$ cat src/rtl/core/cme_pkg.sv
// Shared types and constants for the conditional multiply-accumulate unit.
// No dependencies; every other file in rtl/core refers to it by scoped names.
package cme_pkg;

    localparam int NUM_REGS = 16;
    localparam int REG_AW   = 4;

    // Instruction field positions
    localparam int COND_MSB = 31;
    localparam int COND_LSB = 28;
    localparam int ACC_BIT  = 21;
    localparam int SET_BIT  = 20;
    localparam int RD_MSB   = 19;
    localparam int RD_LSB   = 16;
    localparam int RN_MSB   = 15;
    localparam int RN_LSB   = 12;
    localparam int RS_MSB   = 11;
    localparam int RS_LSB   = 8;
    localparam int RM_MSB   = 3;
    localparam int RM_LSB   = 0;

    // Status word flag positions
    localparam int N_BIT  = 31;
    localparam int Z_BIT  = 30;
    localparam int V_BIT  = 28;
    localparam int KEEP_W = 30;

    localparam logic [4:0] STATUS_INDEX = 5'd16;

    localparam logic ACT_LOAD = 1'b0;
    localparam logic ACT_EXEC = 1'b1;

    typedef enum logic [3:0] {
        COND_EQ = 4'd0,
        COND_NE = 4'd1,
        COND_GE = 4'd10,
        COND_LT = 4'd11,
        COND_GT = 4'd12,
        COND_LE = 4'd13,
        COND_AL = 4'd14
    } cond_t;

    typedef struct packed {
        logic        action;
        logic [31:0] instruction;
        logic [4:0]  load_index;
        logic [31:0] load_value;
    } in_item_t;

    typedef struct packed {
        logic        executed;
        logic [3:0]  dest_index;
        logic [31:0] dest_value;
        logic [31:0] status_word;
    } out_item_t;

    typedef struct packed {
        logic              en;
        logic [REG_AW-1:0] addr;
        logic [31:0]       data;
    } reg_wr_t;

endpackage

$ cat src/rtl/core/cme_regfile.sv
// Sixteen-entry register file: two identical banks give three read ports.
// Depends on cme_pkg for the write port struct and sizes.
module cme_regfile
(
    input  logic                       clk,
    input  logic                       rst_n,
    input  logic                       rd_en,
    input  logic [cme_pkg::REG_AW-1:0] addr_m,
    input  logic [cme_pkg::REG_AW-1:0] addr_s,
    input  logic [cme_pkg::REG_AW-1:0] addr_n,
    input  cme_pkg::reg_wr_t           wr,
    output logic [31:0]                data_m,
    output logic [31:0]                data_s,
    output logic [31:0]                data_n
);

    logic [31:0] bank_a_mem [cme_pkg::NUM_REGS];
    logic [31:0] bank_b_mem [cme_pkg::NUM_REGS];
    logic [cme_pkg::NUM_REGS-1:0] valid_reg;

    logic [31:0] rdata_m_reg;
    logic [31:0] rdata_s_reg;
    logic [31:0] rdata_n_reg;
    logic        hit_m_reg;
    logic        hit_s_reg;
    logic        hit_n_reg;

    logic byp_m;
    logic byp_s;
    logic byp_n;

    // forward the retiring write into a read taken at the same edge
    assign byp_m = wr.en && (wr.addr == addr_m);
    assign byp_s = wr.en && (wr.addr == addr_s);
    assign byp_n = wr.en && (wr.addr == addr_n);

    always_ff @(posedge clk)
    begin
        if (wr.en)
        begin
            bank_a_mem[wr.addr] <= wr.data;
            bank_b_mem[wr.addr] <= wr.data;
        end
    end

    always_ff @(posedge clk)
    begin
        if (rd_en)
        begin
            rdata_m_reg <= byp_m ? wr.data : bank_a_mem[addr_m];
            rdata_s_reg <= byp_s ? wr.data : bank_a_mem[addr_s];
            rdata_n_reg <= byp_n ? wr.data : bank_b_mem[addr_n];
        end
    end

    always_ff @(posedge clk or negedge rst_n)
    begin
        if (!rst_n)
        begin
            valid_reg <= '0;
            hit_m_reg <= 1'b0;
            hit_s_reg <= 1'b0;
            hit_n_reg <= 1'b0;
        end
        else
        begin
            if (wr.en)
            begin
                valid_reg[wr.addr] <= 1'b1;
            end
            if (rd_en)
            begin
                hit_m_reg <= byp_m || valid_reg[addr_m];
                hit_s_reg <= byp_s || valid_reg[addr_s];
                hit_n_reg <= byp_n || valid_reg[addr_n];
            end
        end
    end

    // an entry never written since reset reads as zero
    assign data_m = hit_m_reg ? rdata_m_reg : '0;
    assign data_s = hit_s_reg ? rdata_s_reg : '0;
    assign data_n = hit_n_reg ? rdata_n_reg : '0;

endmodule

$ cat src/rtl/core/cme_alu.sv
// Condition check, multiply-accumulate, flag update and load decode for one beat.
// Depends on cme_pkg for the item structs, condition codes and bit positions.
module cme_alu
(
    input  cme_pkg::in_item_t  item,
    input  logic [31:0]        op_m,
    input  logic [31:0]        op_s,
    input  logic [31:0]        op_n,
    input  logic [31:0]        status,
    output cme_pkg::out_item_t result,
    output cme_pkg::reg_wr_t   wr,
    output logic [31:0]        status_next
);

    logic        flag_n;
    logic        flag_z;
    logic        flag_v;
    logic        cond_ok;
    logic [31:0] product;
    logic [31:0] sum;
    logic [3:0]  rd;

    assign flag_n = status[cme_pkg::N_BIT];
    assign flag_z = status[cme_pkg::Z_BIT];
    assign flag_v = status[cme_pkg::V_BIT];
    assign rd     = item.instruction[cme_pkg::RD_MSB:cme_pkg::RD_LSB];

    always_comb
    begin
        unique case (cme_pkg::cond_t'(item.instruction[cme_pkg::COND_MSB:cme_pkg::COND_LSB]))
            cme_pkg::COND_EQ: cond_ok = flag_z;
            cme_pkg::COND_NE: cond_ok = !flag_z;
            cme_pkg::COND_GE: cond_ok = (flag_n == flag_v);
            cme_pkg::COND_LT: cond_ok = (flag_n != flag_v);
            cme_pkg::COND_GT: cond_ok = !flag_z && (flag_n == flag_v);
            cme_pkg::COND_LE: cond_ok = flag_z || (flag_n != flag_v);
            cme_pkg::COND_AL: cond_ok = 1'b1;
            default:          cond_ok = 1'b0;
        endcase
    end

    assign product = 32'(op_m * op_s);
    assign sum     = product + (item.instruction[cme_pkg::ACC_BIT] ? op_n : 32'd0);

    always_comb
    begin
        wr          = '0;
        status_next = status;
        result      = '0;
        if (item.action == cme_pkg::ACT_LOAD)
        begin
            if (!item.load_index[4])
            begin
                wr.en   = 1'b1;
                wr.addr = item.load_index[3:0];
                wr.data = item.load_value;
            end
            else if (item.load_index == cme_pkg::STATUS_INDEX)
            begin
                status_next = item.load_value;
            end
        end
        else if (cond_ok)
        begin
            wr.en   = 1'b1;
            wr.addr = rd;
            wr.data = sum;
            if (item.instruction[cme_pkg::SET_BIT])
            begin
                status_next = {sum[31], (sum == 32'd0), status[cme_pkg::KEEP_W-1:0]};
            end
            result.executed   = 1'b1;
            result.dest_index = rd;
            result.dest_value = sum;
        end
        result.status_word = status_next;
    end

endmodule

$ cat src/rtl/core/cond_multiply_accumulate_exec.sv
// Top level of the conditional multiply-accumulate unit.
// Depends on cme_pkg, cme_regfile and cme_alu.
//
// The unit holds sixteen 32-bit registers and a status word (N bit 31, Z bit 30,
// V bit 28). A load beat writes a register (index 0..15) or the status word
// (index 16); larger indexes are dropped. An execute beat tests the condition in
// bits 31..28 (eq, ne, ge, lt, gt, le, al; any other code fails) and on a pass
// writes Rm * Rs, low 32 bits, plus Rn when bit 21 is set, to Rd; bit 20 updates
// N and Z. Every beat gives exactly one result beat carrying the status word
// after it. One beat is taken every clock cycle as long as the result side keeps
// up; a taken beat is held in the operand stage and then loaded into the result
// register, which offers its result. The cycle in which a beat is taken reads
// the three source registers into registered read data (two banks of the
// register file, with the write retiring in that same cycle forwarded in); the
// operand stage then evaluates the condition against the status word, forms the
// product and sum, and on leaving writes back and loads the result register. The
// result register lets a new beat in while a finished result waits; when the
// result side stalls, the operand stage fills and then the input stalls too.
module cond_multiply_accumulate_exec
(
    input  logic               clk,
    input  logic               rst_n,
    input  logic               item_valid,
    output logic               item_stall,
    input  cme_pkg::in_item_t  item,
    output logic               result_valid,
    input  logic               result_stall,
    output cme_pkg::out_item_t result
);

    logic               s1_valid_reg;
    cme_pkg::in_item_t  s1_item_reg;
    logic               out_valid_reg;
    cme_pkg::out_item_t out_item_reg;
    logic [31:0]        status_reg;

    logic               accept;
    logic               advance;
    logic [31:0]        op_m;
    logic [31:0]        op_s;
    logic [31:0]        op_n;
    cme_pkg::out_item_t alu_result;
    cme_pkg::reg_wr_t   alu_wr;
    cme_pkg::reg_wr_t   rf_wr;
    logic [31:0]        status_next;

    // advance the operand stage whenever the result register is free or draining
    assign advance    = s1_valid_reg && (!out_valid_reg || !result_stall);
    assign item_stall = s1_valid_reg && !advance;
    assign accept     = item_valid && !item_stall;

    // write back only when the beat actually leaves the operand stage
    always_comb
    begin
        rf_wr    = alu_wr;
        rf_wr.en = alu_wr.en && advance;
    end

    cme_regfile u_regfile
    (
        .clk    (clk),
        .rst_n  (rst_n),
        .rd_en  (accept),
        .addr_m (item.instruction[cme_pkg::RM_MSB:cme_pkg::RM_LSB]),
        .addr_s (item.instruction[cme_pkg::RS_MSB:cme_pkg::RS_LSB]),
        .addr_n (item.instruction[cme_pkg::RN_MSB:cme_pkg::RN_LSB]),
        .wr     (rf_wr),
        .data_m (op_m),
        .data_s (op_s),
        .data_n (op_n)
    );

    cme_alu u_alu
    (
        .item        (s1_item_reg),
        .op_m        (op_m),
        .op_s        (op_s),
        .op_n        (op_n),
        .status      (status_reg),
        .result      (alu_result),
        .wr          (alu_wr),
        .status_next (status_next)
    );

    // hold the beat's fields alongside the registered read data
    always_ff @(posedge clk)
    begin
        if (accept)
        begin
            s1_item_reg <= item;
        end
    end

    always_ff @(posedge clk)
    begin
        if (advance)
        begin
            out_item_reg <= alu_result;
        end
    end

    always_ff @(posedge clk or negedge rst_n)
    begin
        if (!rst_n)
        begin
            s1_valid_reg  <= 1'b0;
            out_valid_reg <= 1'b0;
            status_reg    <= '0;
        end
        else
        begin
            if (accept)
            begin
                s1_valid_reg <= 1'b1;
            end
            else if (advance)
            begin
                s1_valid_reg <= 1'b0;
            end

            if (advance)
            begin
                out_valid_reg <= 1'b1;
                status_reg    <= status_next;
            end
            else if (!result_stall)
            begin
                out_valid_reg <= 1'b0;
            end
        end
    end

    assign result_valid = out_valid_reg;
    assign result       = out_item_reg;

`ifndef SYNTHESIS
    // input may only stall while the operand stage holds a beat it cannot pass on
    a_stall_cause : assert property (@(posedge clk) disable iff (!rst_n)
        item_stall |-> (s1_valid_reg && out_valid_reg && result_stall))
        else $error("input stalled without a blocked operand stage");

    // a beat leaving the operand stage always lands in the result register
    a_advance_lands : assert property (@(posedge clk) disable iff (!rst_n)
        advance |=> (result_valid && (result.status_word == status_reg)))
        else $error("advanced beat lost or status mismatch");

    // a result that did not execute carries no destination
    a_idle_result : assert property (@(posedge clk) disable iff (!rst_n)
        (result_valid && !result.executed) |->
            (result.dest_index == 4'd0 && result.dest_value == 32'd0))
        else $error("non-executed result carries destination data");

    // an execute beat without the flag bit leaves the status word alone
    a_status_kept : assert property (@(posedge clk) disable iff (!rst_n)
        (advance && s1_item_reg.action == cme_pkg::ACT_EXEC
            && !s1_item_reg.instruction[cme_pkg::SET_BIT])
        |=> (status_reg == $past(status_reg)))
        else $error("status word changed without the flag bit");
`endif

endmodule

$ cat config.mk
export PLATFORM = sky130hd
export DESIGN_NAME = cond_multiply_accumulate_exec
export DESIGN_NICKNAME = d
export VERILOG_FILES = /design/src/rtl/core/cme_pkg.sv /design/src/rtl/core/cme_regfile.sv /design/src/rtl/core/cme_alu.sv /design/src/rtl/core/cond_multiply_accumulate_exec.sv
export SDC_FILE = /design/constraint.sdc
export NUM_CORES = 2
export LEC_CHECK = 0
export BUFFER_PORTS_ARGS = -buffer_cell sky130_fd_sc_hd__buf_4
export CAP_MARGIN = 20
export CORE_AREA = 3 3 449 340
export DETAILED_ROUTE_END_ITERATION = 16
export DIE_AREA = 0 0 452 343
export GPL_TIMING_DRIVEN = 1
export PLACE_DENSITY = 0.52
export SYNTH_ARGS = -nofsm -noshare
export SYNTH_HDL_FRONTEND = slang
export SYNTH_SLANG_ARGS = --single-unit
$ cat constraint.sdc
create_clock -name clk -period 9.8 [get_ports clk]
set_input_delay 0 -clock clk [delete_from_list [all_inputs] [get_ports clk]]
set_output_delay 0 -clock clk [all_outputs]
set_load 0.01 [all_outputs]
After elaboration in Yosys (flattened, before gate mapping)

Memory sizes are Yosys's and may differ from the RTL's. A register that Yosys moved wholly into a read port is not among the register bits.
Index checks and enable logic that the tools add are counted.

Register bits after elaboration: 192
RAM bits: 1024
Output and inout bits: 71
Word-level logic and storage cells: 87
Memories kept: 2

Memory list:

| memory               | words | width | read ports | clocked after Yosys merged registers in | wr ports | RTL line          | RTL |
|---|---|---|---|---|---|---|---|
| u_regfile.bank_a_mem | 16    | 32    | 2          | 2                                       | 1        | cme_regfile.sv:17 | `logic [31:0] bank_a_mem [cme_pkg::NUM_REGS];` |
| u_regfile.bank_b_mem | 16    | 32    | 1          | 1                                       | 1        | cme_regfile.sv:18 | `logic [31:0] bank_b_mem [cme_pkg::NUM_REGS];` |

Add/sub/neg operators: 1
Multiply operators: 1
Magnitude comparators: 5
Eq/ne operators: 13
Mux-type cells: 27
Bitwise operators: 1
Reduce and logical (&&, ||, !) cells: 22

Operators with widths:

| kind               | number |
|---|---|
| $mux 32            | 9 |
| $mux 37            | 3 |
| $add 32x32->32     | 1 |
| $logic_not 32->1   | 1 |
| $mul 32x32->32     | 1 |
| $eq 4x4->1 const B | 5 |
| $lt 4x5->1 const B | 4 |
| $or 16x16->16      | 1 |
| $bmux 1 s4         | 3 |
| $eq 4x4->1         | 3 |
| $mux 1             | 10 |
| $logic_and 1x1->1  | 9 |
| $pmux 1 s7         | 1 |
| $eq 5x5->1 const B | 1 |
| $logic_not 1->1    | 5 |
| $logic_or 1x1->1   | 5 |
| $demux 1 s4        | 1 |
| $eq 4x1->1 const B | 1 |
| $ge 4x1->1 const B | 1 |
| $logic_not 4->1    | 1 |
| $ne 2x1->1 const B | 1 |
| $reduce_bool 2->1  | 1 |
| $eq 1x1->1         | 1 |
| $ne 1x1->1         | 1 |

Logic depth before layout (Yosys ltp)

Depth after elaboration: 10
Gate-level depth with buffers: 35
Gate-level depth less buffers: 29

By module

A second synthesis with hierarchy kept.

Cells, all modules: 4082
Area, all modules: 56480.4 µm²

By module, submodules not included:

| module                        | times used | cells each | area an instance (µm²) | sequential area each (µm²) |
|---|---|---|---|---|
| cme_regfile                   | 1          | 1742       | 32603.8                | 18733.0 |
| cme_alu                       | 1          | 2125       | 18403.9                | 0.0 |
| cond_multiply_accumulate_exec | 1          | 215        | 5472.7                 | 5024.8 |

Worst setup path after synthesis

Ideal clock, no wire load.

Path kind: register to register
Start point: register, netlist name u_regfile.hit_m_reg
End point: register u_regfile.rdata_m_reg[30], read port of u_regfile.bank_a_mem, data pin
Setup time: 0.137 ns
Arrival: 8.534 ns
Data required time: 9.663 ns
Path slack: 1.129 ns
Cell stages (with the launch flop): 32
Path buffers: 6
Period minus slack after synthesis: 8.671 ns
Cell sequence: dfrtp_1 buf_4 clkbuf_1 clkbuf_1 clkbuf_1 buf_1 nand3_1 fa_1 inv_1 fa_1 fa_1 inv_1 fa_1 inv_1 fa_1 fa_1 fa_1 inv_1 fa_1 inv_1 ha_1 clkbuf_1 a21oi_1 nor2b_1 o211a_1 o21ai_0 o41ai_1 o21bai_1 a21oi_1 xor2_1 o21ai_0 mux2_2

RTL lines:

| element   | RTL line          | RTL |
|---|---|---|
| to (decl) | cme_regfile.sv:21 | `logic [31:0] rdata_m_reg;` |

Worst setup path after layout

Start point: register u_regfile.hit_s_reg
End point: register status_reg[30]

Word-level cells in the longest chain between the ends: 7

RTL lines:

| element                | RTL line                             | RTL |
|---|---|---|
| from (decl)            | cme_regfile.sv:25                    | `logic hit_s_reg;` |
| from (signal assigned) | cme_regfile.sv:74                    | `hit_s_reg <= byp_s \|\| valid_reg[addr_s];` |
| $mux 32                | cme_regfile.sv:82                    | `assign data_s = hit_s_reg ? rdata_s_reg : '0;` |
| $mul 32x32->32         | cme_alu.sv:42                        | `assign product = 32'(op_m * op_s);` |
| $add 32x32->32         | cme_alu.sv:43                        | `assign sum = product + (item.instruction[cme_pkg::ACC_BIT] ? op_n : 32'd0);` |
| $logic_not 32->1       | cme_alu.sv:70                        | `status_next = {sum[31], (sum == 32'd0), status[cme_pkg::KEEP_W-1:0]};` |
| $mux 32                | cme_alu.sv:68                        | `if (item.instruction[cme_pkg::SET_BIT])` |
| $mux 32                | cme_alu.sv:63                        | `else if (cond_ok)` |
| $mux 32                | cme_alu.sv:50                        | `if (item.action == cme_pkg::ACT_LOAD)` |
| to (signal assigned)   | cond_multiply_accumulate_exec.sv:124 | `status_reg <= status_next;` |
| to (decl)              | cond_multiply_accumulate_exec.sv:35  | `logic [31:0] status_reg;` |

Every way passes these cells.
A chain may end at the register's enable or synchronous reset.

==> impl_metrics.csv <==
group,metric,value,unit
run_status,status,"finished clean",
yosys,synth-seq-cells,778,
timing,finalCriticalPeriod,9.08,ns
clocking,cts-root-to-sink-buffers,3,
detailed_routing,antenna_left,0,
floorplanning,row_count,123,
worst_setup_path,worstPathRequired,10.37,ns
worst_setup_path,crit_path_end_kind,"flop",
worst_setup_path,reg2reg_depth,25,
global_route,grt_antenna_before_repair,6,
worst_setup_path,crit_start,"u_regfile.hit_s_reg",
yosys,synthCells,3887,
yosys,yosys.area.top_type,"edfxtp_1",
placement,port_buffers,134,
yosys,synth-warning-count,0,
placement,gp_congestion,0.963,
layout,fin_nets,4671,
floorplanning,start_util,36.8,%
yosys,yosysMostFrequentCell,"edfxtp_1",
yosys,synth_nets,4523,
min_path,min-delay-start,"item[35]",
layout,layout.cells.non_filler,6098,
yosys,synth.distinct_cells,70,
pwr,p_leak,23.8,nW
floorplanning,dieHeight,343,um
clocking,root_buffer,"clkbuf_16",
clocking,clk_pin_slew_worst_paths,0.07,ns
pwr,vdd_drop_max,0.423,mV
worst_setup_path,cp_common_cell,"fa_1",
flow_run,maxCapViolations,0,
timing,clock.fmax,110,MHz
global_route,grt_pass1_wl,258000,um
timing,fin_setup_tns,0,ns
yosys,ys_async_sr_fraction,6.81,%
global_route,grt.overflow.total,0,
detailed_routing,drt_iter0_drc,4079,
timing,max_slew.worst_pin.slew,1.12,ns
yosys,synth-edff-count,725,
clocking,cts_buffers,77,
worst_setup_path,r2r-start,"u_regfile.hit_s_reg",
detailed_routing,wirelength,179000,um
placement,hpwl,122000,um
worst_setup_path,critPathMaxFanout,15,
pwr,power.total,17.1,mW
timing,final-setup-viol-count,0,
clocking,cts.sinks,778,
floorplanning,dieWidth,452,um
min_path,hold_class,"in2reg",
yosys,avgSynthCellArea,14.1,um2
worst_setup_path,critPathTopFamily,"adder cells",
timing,finalCritPeriodShare,92.7,%
layout,drive_gt1_share,25.0,%
worst_setup_path,endpoint,"status_reg[30]",
timing,hold_viol,0,
yosys,ys_seq_area_share,42.1,%
worst_setup_path,crit_cells,25,
worst_setup_path,timing.rr.end,"status_reg[30]",
yosys,synthFlopType,"edfxtp_1",
layout,area.growth.synth_to_final,12.4,%
yosys,synthTopCellsByArea,"edfxtp_1 (40%), mux4_2 (20%), fa_1 (16%), inv_1 (3.5%), ha_1 (2.8%)",
worst_setup_path,rrSetupSlack,0.72,ns
timing,rsz0062_at_grt,"no",
worst_setup_path,arrival,9.65,ns
detailed_routing,remaining_drc_errors,0,
timing,finalMaxSlewViolations,0,
timing,finalClockSkew,0.0368,ns
layout,final_core_utilization,41.4,%
worst_setup_path,critical_path_class,"reg2reg",
clocking,clock_latency,0.68,ns
global_route,grt_max_degree,102,
worst_setup_path,worst_setup_path_start_kind,"flop",
detailed_routing,wl_per_cell,29.3,um
detailed_routing,drtPass1Iterations,5,
yosys,yosys.area.top_type_share,39.6,%
detailed_routing,dr_total_vias,34300,
worst_setup_path,critical_path.max_stage_delay,0.68,ns
clocking,htreeDepth,3,
timing,max_slew_margin,25.3,%
yosys,synthTopCellsByCount,"edfxtp_1 (725), inv_1 (513), mux4_2 (495)",
detailed_routing,via_per_inst,5.63,
global_route,grt_pass1_vias,34900,
floorplanning,coreArea,149000,um2
floorplanning,die-area,155000,um2
clocking,post_cts_resized,0,
worst_setup_path,cpMaxStageDelayCell,"and3_1",
global_route,grtUsageTotal,23.3,%
floorplanning,io_pins,145,
worst_setup_path,timing.critical_path.buf_inv,4,
clocking,post_cts_buffers,0,
layout,largest_reg_flops,480,
placement,dp.cells,5899,
yosys,netlist_area,54900,um2
pwr,power.density,277,nW/um2
clocking,cts_tree,"built",
## metrics by stage
stage                     cell area [um2]  worst slack [ns]  hold WS [ns]
after CTS                           61700             0.722       0.00687
after floorplan                     54900              1.13        -0.296
after detailed placement            58500             0.832       -0.0930
after global placement              58500             0.890       -0.0923
final                               61700             0.718        0.0485
after global routing                61700             0.371        0.0407
## report_power, final
| group | switching (mW) | internal, mW | leakage [nW] |
|---|---|---|---|
| Combinational | 6.08 | 3.35 | 15.0 |
| Clock | 1.35 | 1.81 | 1.27 |
| Sequential | 0.179 | 4.33 | 7.46 |
## cells by family after synthesis
logic type	Yosys count	share of synthesized area, %
and+or+nand+nor	939	7.65
DFF	778	42.1
buffers and inverters	749	5.20
muxes	622	22.9
adders and majority gates	562	18.8
AOI/OAI and AO/OA	146	1.85
xor gates and xnor gates	91	1.57
## placed cells by master (no fill, tap or decap), drive strengths merged, types with 8 or more instances in the layout
master       Yosys  layout
clkinv           1      25
a21oi           30      30
mux4           495     495
a211oi           8       8
and3            32      32
nor2           312     312
edfxtp         725     725
or2             23      23
xor2            20      20
nand2          342     342
nand4           13      13
xnor2           67      67
buf             67     247
o21ai           28      28
and2            98      98
fa             438     438
bufinv           0      11
dlygate4sd3      0      55
inv            514     518
a21o            38      38
dfrtp           53      53
nor3            12      12
ha             124     124
nand3           72      72
clkbuf         167      98
mux2           126     126
## cell type report
type,instances,area (um2)
fillers,13800,87400
multi-input cells,2360,29100
flip-flops and latches,778,23100
well taps,2000,2500
repair buffers,303,2490
clock buffers,97,2080
inverters,515,1940
clock inverters,43,528
diodes,2,5.00
## worst register-to-register path: cells and delay by family, from the launching register on
family | cells | cell delay, ns
flops | 1 | 0.55
compound gates | 3 | 0.83
fa+ha+maj | 9 | 3.97
xor+xnor | 1 | 0.19
simple gates | 8 | 2.95
buf+inv | 4 | 0.48
## metal layers
layer / up-vias / wire length (um) / track usage [%]
li1: 14200 / - / -
met1: 18300 / 79300 / 35.3
met2: 1664 / 77400 / 33.9
met3: 164 / 18900 / 6.05
met4: 0 / 3130 / 4.49
met5: - / 0 / 0
## how the worst min path moves through the flow
stage	endpoint	slack, ns	cells past startpoint
5_1_grt	s1_item_reg[0]	0.04	2
3_3_place_gp	status_reg[26]	-0.09	1
4_1_cts	s1_item_reg[35]	0.007	2
6_report	s1_item_reg[35]	0.05	2
3_5_place_dp	status_reg[26]	-0.09	1
2_1_floorplan	result_valid	-0.30	0
## timing repair
action                                  in CTS  in global routing
endpoints found under the setup margin       0                  0
hold buffers                                55                  0
hold endpoints to repair                   104                  0
(Power assumes the default switching activity.)
